==> config.mk <==
export PLATFORM = sky130hd
export DESIGN_NAME = pic_sqrt
export DESIGN_NICKNAME = d
export VERILOG_FILES = /design/src/design/pic_sqrt.sv
export SDC_FILE = /design/constraint.sdc
export NUM_CORES = 2
export LEC_CHECK = 0
export ABC_CLOCK_PERIOD_IN_PS = 7550
export BUFFER_PORTS_ARGS = -buffer_cell sky130_fd_sc_hd__buf_2
export CORE_AREA = 2 2 640 387
export DETAILED_ROUTE_END_ITERATION = 6
export DIE_AREA = 0 0 642 389
export GPL_TIMING_DRIVEN = 1
export MAX_ROUTING_LAYER = met4
export PLACE_DENSITY_LB_ADDON = 0.25
export RECOVER_POWER = 100
export SLEW_MARGIN = 20
export SYNTH_ARGS = -nofsm -noshare
export SYNTH_HDL_FRONTEND = slang
export SYNTH_SLANG_ARGS = --single-unit
==> constraint.sdc <==
create_clock -name aclk -period 7.55 [get_ports aclk]
set_input_delay 0.755 -clock aclk [delete_from_list [all_inputs] [get_ports aclk]]
set_output_delay 0.755 -clock aclk [all_outputs]
set_load 0.005 [all_outputs]
==> src/design/pic_sqrt.sv <==
// pipelined integer square root, two result bits per stage, 64-bit radicand
// carries an opaque payload alongside; depends on nothing else
module pic_sqrt #(
    parameter int PW = 1
) (
    input  logic          aclk,
    input  logic          aresetn,
    input  logic          en,
    input  logic          in_valid,
    input  logic [63:0]   in_rad,
    input  logic [PW-1:0] in_pay,
    output logic          out_valid,
    output logic [31:0]   out_root,
    output logic [PW-1:0] out_pay
);
    localparam int STEPS = 2;
    localparam int NS    = 32 / STEPS;

    logic [63:0]   n_reg   [0:NS-1];
    logic [63:0]   res_reg [0:NS-1];
    logic [PW-1:0] pay_reg [0:NS-1];
    logic          v_reg   [0:NS-1];

    for (genvar s = 0; s < NS; s++) begin : g_st
        logic [63:0]   n_in;
        logic [63:0]   res_in;
        logic [PW-1:0] pay_in;
        logic          v_in;
        logic [63:0]   n_next;
        logic [63:0]   res_next;

        if (s == 0) begin : g_first
            assign n_in   = in_rad;
            assign res_in = '0;
            assign pay_in = in_pay;
            assign v_in   = in_valid;
        end else begin : g_rest
            assign n_in   = n_reg[s-1];
            assign res_in = res_reg[s-1];
            assign pay_in = pay_reg[s-1];
            assign v_in   = v_reg[s-1];
        end

        always_comb begin
            logic [63:0] bitv;
            logic [63:0] trial;
            n_next   = n_in;
            res_next = res_in;
            for (int j = 0; j < STEPS; j++) begin
                bitv  = 64'd1 << (62 - 2 * (STEPS * s + j));
                trial = res_next + bitv;
                if (n_next >= trial) begin
                    n_next   = n_next - trial;
                    res_next = (res_next >> 1) + bitv;
                end else begin
                    res_next = res_next >> 1;
                end
            end
        end

        always_ff @(posedge aclk) begin
            if (!aresetn) begin
                v_reg[s] <= 1'b0;
            end else if (en) begin
                v_reg[s] <= v_in;
            end
        end

        always_ff @(posedge aclk) begin
            if (en) begin
                n_reg[s]   <= n_next;
                res_reg[s] <= res_next;
                pay_reg[s] <= pay_in;
            end
        end
    end

    assign out_valid = v_reg[NS-1];
    assign out_root  = res_reg[NS-1][31:0];
    assign out_pay   = pay_reg[NS-1];

endmodule

==> results.yml <==
logic_synthesis:
  synth_ff_type: "edfxtp_1"
  syn_inst: 8631
  postSynthAreaPerCell_um2: 9.86
  synth_top_area_share_pct: 44.6
  synth_warnings: 0
  yosys-top-cells-area: "edfxtp_1 45%, ha_1 8.4%, xnor2_1 5.2%"
  async_flop_share_pct: 0
  synth_largest_area_cell: "edfxtp_1"
  yosysSeqAreaShare_pct: 44.6
  synthDistinctLibCells: 107
  synth_edf_count: 1263
  syn-cell-area_mm2: 0.0851
  synth-seq-cells: 1264
  syn-num-nets: 9273
die:
  die-width_um: 642
  die_h_um: 389
  core_area_mm2: 0.245
  start_util_pct: 34.8
  core.rowCount: 141
  dieArea_mm2: 0.250
  ios: 103
timing:
  tightest_slew_ps: 5950
  rsz0062_at_grt: "false"
  fmax_ghz: 0.136
  setup_violations: 0
  slew_headroom_pct: -297
  fin_worst_skew_ps: 72.8
  fin_setup_tns_ps: 0
  finalHoldViolations: 0
  hold_slack_ps: 102
  period_share_pct: 97.0
  drv_slew: 625
  fin_crit_ps: 7330
pwr:
  peakVddDrop_v: 0.000310
  internal_power_uw: 20800
  sw_frac_of_total_pct: 41.9
  p_seq_share_pct: 29.8
  power.share.combinational_pct: 50.7
  power_density_mw_per_mm2: 365
  p_clk_share_pct: 19.6
  p_switching_uw: 15000
  leakagePower_uw: 0.0383
detailed_routing:
  route.detailed.drc: 0
  via_per_inst: 5.70
  vias: 72300
  final_antenna_net_count: 0
  drtIter0Drc: 9226
  drt-total-wl_mm: 312
  first_pass_iters: 6
  wl_per_cell_um: 24.6
clocking:
  cts_tree: "built"
  path_clk_slew_ps: 70
  clock_latency_ps: 830
  cts.path.max_buffers: 4
  h-tree-depth: 4
  cts_setup_buffers: 0
  ctsRootBufferMaster: "clkbuf_16"
  cts_buffers: 142
  cts_sinks: 1264
worst_setup_path:
  ff2ff_setup_slack_ps: 220
  rr_worst_depth: 26
  cp_num_buf_inv: 6
  required_ps: 8110
  arrival_ps: 7890
  cpMaxStageDelayCell: "nor3b_4"
  critPathMaxFanout: 22
  cp-start-kind: "register"
  crit_cells: 26
  max_stage_delay_ps: 520
  cp-end-kind: "register"
  cpLargestDelayFamily: "compound AO/OA/AOI/OAI gates"
  crit_type: "reg -> reg"
  regToRegStartpoint: "res_reg[1][213]"
  rr_endpoint: "n_reg[1][269]"
global_routing:
  grt_usage_pct: 24.9
  grt_start_max_net_pins: 140
  grt_pass1_wl_mm: 452
  grt_pass1_vias: 65300
  antenna_found_initial: 12
  overflow: 0
hold_path:
  min_from: "in_rad[8]"
  hold_path_depth: 1
  hp-class: "in -> reg"
  hold_end: "n_reg[0][8]"
finish:
  largest_register_ff_count: 960
  seqCellArea_mm2: 0.0379
  nets: 9926
  multi_input_area_mm2: 0.0444
  syn_to_final_growth_pct: 15.4
  layout-drive-gt1-share_pct: 11.3
  fin_area_mm2: 0.0982
  fillers: 24000
place:
  post_dp_cell_area_mm2: 0.0940
  io_buffers: 102
  hpwl_mm: 254
  place_congestion: 1.01
outcome:
  failed_checks: "max-capacitance violations, max-slew violations"
  status: "finished, violations left"
run:
  maxCapViolCount: 10
==> worst max path at each step <==
stage	start	endpoint
final	res_reg[1][213]	n_reg[1][269]
after global routing	n_reg[1][146]	n_reg[1][254]
after CTS	res_reg[1][392]	res_reg[1][448]
after detailed placement	res_reg[1][397]	res_reg[1][448]
after global placement	res_reg[1][401]	res_reg[1][448]
after floorplan	n_reg[1][388]	res_reg[1][448]
==> timing repair <==
action	in CTS	in global routing
gates resized for setup	0	19
hold endpoints to repair	0	0
setup endpoints to repair	0	96
hold buffers	0	0
==> logic make-up after synthesis <==
kind of cell / Yosys count / share of synthesized area [%]
multiplexers: 123 / 1.59
buffers and inverters: 748 / 3.37
adder cells (fa/ha/maj): 573 / 8.42
XOR/XNOR: 836 / 8.60
flip-flops: 1264 / 44.6
AND/OR/NAND/NOR: 3048 / 18.2
AO/OA/AOI/OAI: 2039 / 15.2
==> power groups by stage <==
stage | sequential, uW | clock [uW] | combinational [uW]
after global placement | 10700 | 0 | 17400
after global routing | 10800 | 7450 | 19700
after detailed placement | 10700 | 0 | 17500
final | 10700 | 7000 | 18200
after CTS | 10600 | 7190 | 17600
after floorplan | 10200 | 0 | 11600
==> per-layer routing <==
layer	GRT usage (%)	routed length [um]	up-vias	part of all wire, %
li1	-	-	33500	-
met1	43.4	172000	35100	55
met2	24.9	93400	3429	30
met3	8.90	43100	226	14
met4	2.93	3340	0	1.1
met5	-	0	-	0
==> cell usage in the layout, fill, tap and decap left out, types with 170 or more instances in the layout <==
cell / n
edfxtp_1: 1263
xnor2_1: 504
a21o_1: 233
nor2_1: 722
nor3_1: 219
nand4_1: 170
nand3_1: 215
nor4_1: 248
xor2_1: 332
ha_1: 573
a21oi_1: 636
buf_4: 567
nand2_1: 716
inv_1: 478
o21ai_0: 449
==> cells in the mapped netlist (all sizes together) (18+ instances only) <==
| library cell | n |
|---|---|
| edfxtp | 1263 |
| nor2 | 725 |
| nand2 | 716 |
| a21oi | 639 |
| ha | 573 |
| xnor2 | 504 |
| inv | 481 |
| o21ai | 460 |
| xor2 | 332 |
| nor4 | 254 |
| a21o | 233 |
| nor3 | 222 |
| nand3 | 216 |
| clkbuf | 206 |
| nand4 | 172 |
| nand2b | 113 |
| mux2 | 100 |
| nor2b | 96 |
| or3 | 91 |
| and3 | 89 |
| o21a | 78 |
| a31oi | 76 |
| a211oi | 68 |
| and2 | 66 |
| o31ai | 63 |
| or4 | 62 |
| buf | 56 |
| o211ai | 51 |
| or2 | 50 |
| o21bai | 45 |
| nand3b | 41 |
| and4 | 28 |
| nor3b | 28 |
| a211o | 27 |
| a21boi | 26 |
| a2111oi | 24 |
| a31o | 24 |
| o31a | 24 |
| mux2i | 23 |
| nor4b | 21 |
| o2111ai | 21 |
| o211a | 19 |
| o41ai | 18 |
==> final cells by class <==
type	count	share of cell area, %
Inverter	486	1.86
Clock buffer	164	3.77
Tap cell	3289	4.19
Clock inverter	82	0.802
Multi-Input combinational cell	6619	45.2
Sequential cell	1264	38.6
Timing Repair Buffer	771	5.54
Antenna cell	3	0.00765
==> metrics by stage <==
stage          setup slack (ps)  util (%)  std cells  total power, uW
2_1_floorplan              1320         -       8631            21700
3_3_place_gp                171      38.5      12400            28200
3_5_place_dp                203      38.5      12400            28200
4_1_cts                    82.5      40.3      12700            35400
5_1_grt                    6.89      40.2      12700            37900
6_report                    223      40.2      12700            35800
Power figures use the tool's default switching activity.
