[config.mk]
export PLATFORM = sky130hd
export DESIGN_NAME = pic_div
export DESIGN_NICKNAME = d
export VERILOG_FILES = /design/src/design/pic_pkg.sv /design/src/design/pic_div.sv
export SDC_FILE = /design/constraint.sdc
export NUM_CORES = 2
export LEC_CHECK = 0
export BUFFER_PORTS_ARGS = -buffer_cell sky130_fd_sc_hd__buf_2
export CORE_AREA = 4 4 270 272
export DETAILED_ROUTE_END_ITERATION = 10
export DIE_AREA = 0 0 274 276
export PLACE_DENSITY = 0.84
export SLEW_MARGIN = 20
export SYNTH_ARGS = -nofsm -noshare
export SYNTH_HDL_FRONTEND = slang
export SYNTH_SLANG_ARGS = --single-unit
[constraint.sdc]
create_clock -name aclk -period 15.4 [get_ports aclk]
set_input_delay 2.31 -clock aclk [delete_from_list [all_inputs] [get_ports aclk]]
set_output_delay 2.31 -clock aclk [all_outputs]
set_load 0.005 [all_outputs]
[src/design/pic_pkg.sv]
// shared constants, register indexes and saturation helpers for the particle step
// used by pic_div, by the top level particle_integrate_bounce_color and by the testbench
package pic_pkg;

    localparam int FRAC_BITS_DEF = 16;
    localparam int SCALE_BITS    = 16;
    localparam int CFG_ADDR_W    = 3;
    localparam int CFG_DATA_W    = 48;
    localparam int PAY_W         = 129;
    localparam int T_W           = 19;

    typedef enum logic [CFG_ADDR_W-1:0] {
        CFG_TIME_STEP = 3'd0,
        CFG_DAMPING   = 3'd1,
        CFG_EXTENT    = 3'd2,
        CFG_RADIUS    = 3'd3,
        CFG_SPEED_LIM = 3'd4,
        CFG_RAMP_LOW  = 3'd5,
        CFG_RAMP_MID  = 3'd6,
        CFG_RAMP_TOP  = 3'd7
    } cfg_addr_t;

    localparam logic [15:0] TIME_STEP_RST = 16'd1092;
    localparam logic [16:0] DAMPING_RST   = 17'd52429;
    localparam logic [31:0] EXTENT_RST    = 32'd39322400;
    localparam logic [31:0] RADIUS_RST    = 32'd327680;
    localparam logic [31:0] SPEED_LIM_RST = 32'd65536000;

    function automatic logic signed [31:0] sat34(input logic signed [33:0] v);
        logic signed [33:0] hi;
        logic signed [33:0] lo;
        hi = 34'sh0_7fff_ffff;
        lo = 34'sh3_8000_0000;
        if (v > hi) begin
            return 32'sh7fff_ffff;
        end else if (v < lo) begin
            return 32'sh8000_0000;
        end
        return v[31:0];
    endfunction

    function automatic logic signed [31:0] neg_sat(input logic signed [31:0] v);
        if (v == 32'sh8000_0000) begin
            return 32'sh7fff_ffff;
        end
        return -v;
    endfunction

endpackage

[src/design/pic_div.sv]
// pipelined restoring divider for the ramp position, three quotient bits per stage
// uses pic_pkg for the quotient width
module pic_div #(
    parameter int PW = 1
) (
    input  logic                 aclk,
    input  logic                 aresetn,
    input  logic                 en,
    input  logic                 in_valid,
    input  logic [31:0]          in_speed,
    input  logic [31:0]          lim,
    input  logic [PW-1:0]        in_pay,
    output logic                 out_valid,
    output logic [pic_pkg::T_W-1:0] out_t,
    output logic [PW-1:0]        out_pay
);
    localparam int STEPS = 3;
    localparam int NS    = (pic_pkg::T_W + STEPS - 1) / STEPS;

    logic [32:0]             r_reg   [0:NS-1];
    logic [pic_pkg::T_W-1:0] q_reg   [0:NS-1];
    logic [PW-1:0]           pay_reg [0:NS-1];
    logic                    v_reg   [0:NS-1];

    for (genvar s = 0; s < NS; s++) begin : g_st
        logic [32:0]             r_in;
        logic [pic_pkg::T_W-1:0] q_in;
        logic [PW-1:0]           pay_in;
        logic                    v_in;
        logic [32:0]             r_next;
        logic [pic_pkg::T_W-1:0] q_next;

        if (s == 0) begin : g_first
            // speed limited to the saturation speed
            assign r_in   = (in_speed > lim) ? {1'b0, lim} : {1'b0, in_speed};
            assign q_in   = '0;
            assign pay_in = in_pay;
            assign v_in   = in_valid;
        end else begin : g_rest
            assign r_in   = r_reg[s-1];
            assign q_in   = q_reg[s-1];
            assign pay_in = pay_reg[s-1];
            assign v_in   = v_reg[s-1];
        end

        always_comb begin
            logic        cmp;
            logic [32:0] rs;
            cmp    = 1'b0;
            rs     = '0;
            r_next = r_in;
            q_next = q_in;
            for (int j = 0; j < STEPS; j++) begin
                if (STEPS * s + j < pic_pkg::T_W) begin
                    cmp    = (r_next >= {1'b0, lim});
                    rs     = cmp ? (r_next - {1'b0, lim}) : r_next;
                    r_next = {rs[31:0], 1'b0};
                    q_next = {q_next[pic_pkg::T_W-2:0], cmp};
                end
            end
        end

        always_ff @(posedge aclk) begin
            if (!aresetn) begin
                v_reg[s] <= 1'b0;
            end else if (en) begin
                v_reg[s] <= v_in;
            end
        end

        always_ff @(posedge aclk) begin
            if (en) begin
                r_reg[s]   <= r_next;
                q_reg[s]   <= q_next;
                pay_reg[s] <= pay_in;
            end
        end
    end

    assign out_valid = v_reg[NS-1];
    assign out_t     = q_reg[NS-1];
    assign out_pay   = pay_reg[NS-1];

endmodule

==> impl_metrics.toml <==
[run_status]
status = "completed"

[sta]
slew_headroom = 0.271
final-setup-viol-count = 0
slew_violations = 0
hold_viol_final = 0
rsz0062_at_grt = "no"
worst_slew_pin_slew_ns = 1.07
max_freq_ghz = 0.0691
post-route-period-util = 0.940
period_minus_slack_ns = 14.48
fin_skew_ns = 0.0258
tns_ns = 0

[floorplanning]
die_x_um = 274
die-area_um2 = 75600
rows = 98
initial_utilization = 0.645
design.core.area_um2 = 70800
ioPinCount = 90
die_y_um = 276

[clock_tree]
ctsRootBufferMaster = "clkbuf_16"
cts_hold_buf = 0
clock_latency_ns = 0.58
cts_made_buffers = 37
clk_pin_slew_ns = 0.06
cts.sinks = 288
cts_max_level = 2
cts_buffer_depth = 3
cts_tree = "yes"

[drt]
drtIter0Drc = 5184
routed_via_density = 6.85
post_drt_wl_per_cell_um = 22.3
drcViolationCount = 0
drt_first_pass_iters = 6
vias = 44300
drt-total-wl_um = 145000
ant_nets = 0

[synth]
synth-edff-count = 287
ys.flop_type = "edfxtp_1"
synth_area_leader_cell = "edfxtp_1"
synth_seq_cells = 288
syn_inst = 5426
synth_commonest_cells = "ha_1 (628), a21oi_1 (570), nor2_1 (428)"
netlist_area_um2 = 45600
yosysTopAreaCellShare = 0.189
avgSynthCellArea_um2 = 8.41
synthMostInstantiatedCell = "ha_1"
ys_types = 104
seq_area_frac_synth = 0.189
synth_warnings = 0
synth_nets = 6130
synth-async-reset-ratio = 0
synth_area_leaders = "edfxtp_1 (19%), ha_1 (17%), mux2_2 (8.3%), a21oi_1 (6.3%), xnor2_1 (6.0%)"

[place]
portBuffers = 89
place_congestion = 1.03
place_hpwl_um = 108000
placedCellCount = 6400

[worst_setup_path]
cp_max_fo = 32
crit_path_start_kind = "input pin"
slowest_stage = "or4_1"
cpPeakStageDelay_ns = 0.61
crit_required_ns = 15.72
cp-end-kind = "flop"
critical_path_class = "in -> reg"
crit_path_frequent_cell = "ha_1"
crit_arrival_ns = 14.79

[cells_and_area]
multi_input_area_um2 = 35600
largest_reg_flops = 192
syn_to_final_growth_pct = 6.02
final_layout_size_suffix_gt1_frac = 0.124
regArea_um2 = 8640
finalNonFillerCells = 6468
nFillCells = 5729
fin_util = 0.684
fin_nets = 6194

[global_routing]
antenna_found_initial = 3
use_met2 = 0.530
grt_use_met3 = 0.0903
met1_usage = 0.505
grt_use_total = 0.364
overflow = 0
grt_pass1_vias = 40700
grt_busiest_layer = "met2"
grt_max_degree = 97
grt_pass1_wl_um = 221000

[min_path]
hold_class = "reg -> reg"

[flow_run]
cap_violations = 0
-- cells in the final DEF (no fill, tap or decap), drive strengths merged, types with 13 or more instances in the layout --
master and count:
a21oi 574, nand4 86, o22ai 14, o211ai 37, a21o 214, nor4 21, xor2 149, nand3 128
and4 18, and2 31, clkbuf 46, buf 154, o31ai 33, o21ai 348, o41ai 13, nand2b 102
or2 24, a31oi 50, nor2b 73, inv 200, nor3 114, o21a 98, a41oi 15, xnor2 315
a21boi 21, and3 63, mux2 366, nand2 374, a2111oi 14, o21bai 57, nor2 430, a211oi 70
a31o 28, or4 14, or3 36, mux2i 35, a211o 20, o31a 23, ha 628, edfxtp 287
-- metal layers --
layer / up-vias / share of wire
li1: 20700 / -
met1: 20500 / 0.40
met2: 2528 / 0.41
met3: 509 / 0.13
met4: 2 / 0.055
met5: - / 0.000090
-- per-stage QoR --
step	setup slack [ns]	hold WS [ns]	area, um2
global route	0.142	0.413	48400
detailed placement	0.670	0.405	47100
finish	0.925	0.414	48400
floorplan	2.46	0.400	45600
CTS	1.14	0.415	48300
global placement	0.985	0.400	47100
-- logic make-up after synthesis --
group                    count (synthesis)  share of synthesized area
flip-flops                             288                      0.189
AO/OA/AOI/OAI                         1758                      0.249
multiplexers                           401                      0.100
buffers and inverters                  325                     0.0302
XOR/XNOR                               464                     0.0893
AND/OR/NAND/NOR                       1555                      0.166
adder cells (fa/ha/maj)                635                      0.175
-- what timing repair did --
action	4_1_cts	5_1_grt
setup buffers	0	0
endpoints found under the hold margin	0	0
endpoints found under the setup margin	0	27
resized for setup	0	2
-- worst max-delay path, delay by kind of cell --
kind	cells	cell delay, ns
mux	4	1.61
fa+ha+maj	4	1.42
simple gates	8	1.84
buf+inv	6	1.71
compound gates	23	5.86
-- worst paths after layout --
kind                              start                     end  slack [ns]  cells past startpoint
setup / recovery                lim[21]  r_reg[0][10]$_DFFE_PP_        0.92                     45
hold / removal     pay_reg[1]$_DFFE_PP_    pay_reg[2]$_DFFE_PP_        0.41                      0
setup reg to reg  r_reg[3][8]$_DFFE_PP_  r_reg[4][15]$_DFFE_PP_        4.04                     36
hold reg to reg    pay_reg[1]$_DFFE_PP_    pay_reg[2]$_DFFE_PP_        0.41                      0
-- layout make-up --
type,instances,share of cell area
sequential,288,0.179
tap,950,0.0246
timing repair buffer,154,0.0199
clock buffer,46,0.0211
inverter,196,0.0153
antenna,3,0.000155
clock inverter,18,0.00383
multi-input combinational,4813,0.736
Power is left out: the tool's default activity adds up to more than one toggle a clock period on the data nets, which glitch-free logic cannot reach.
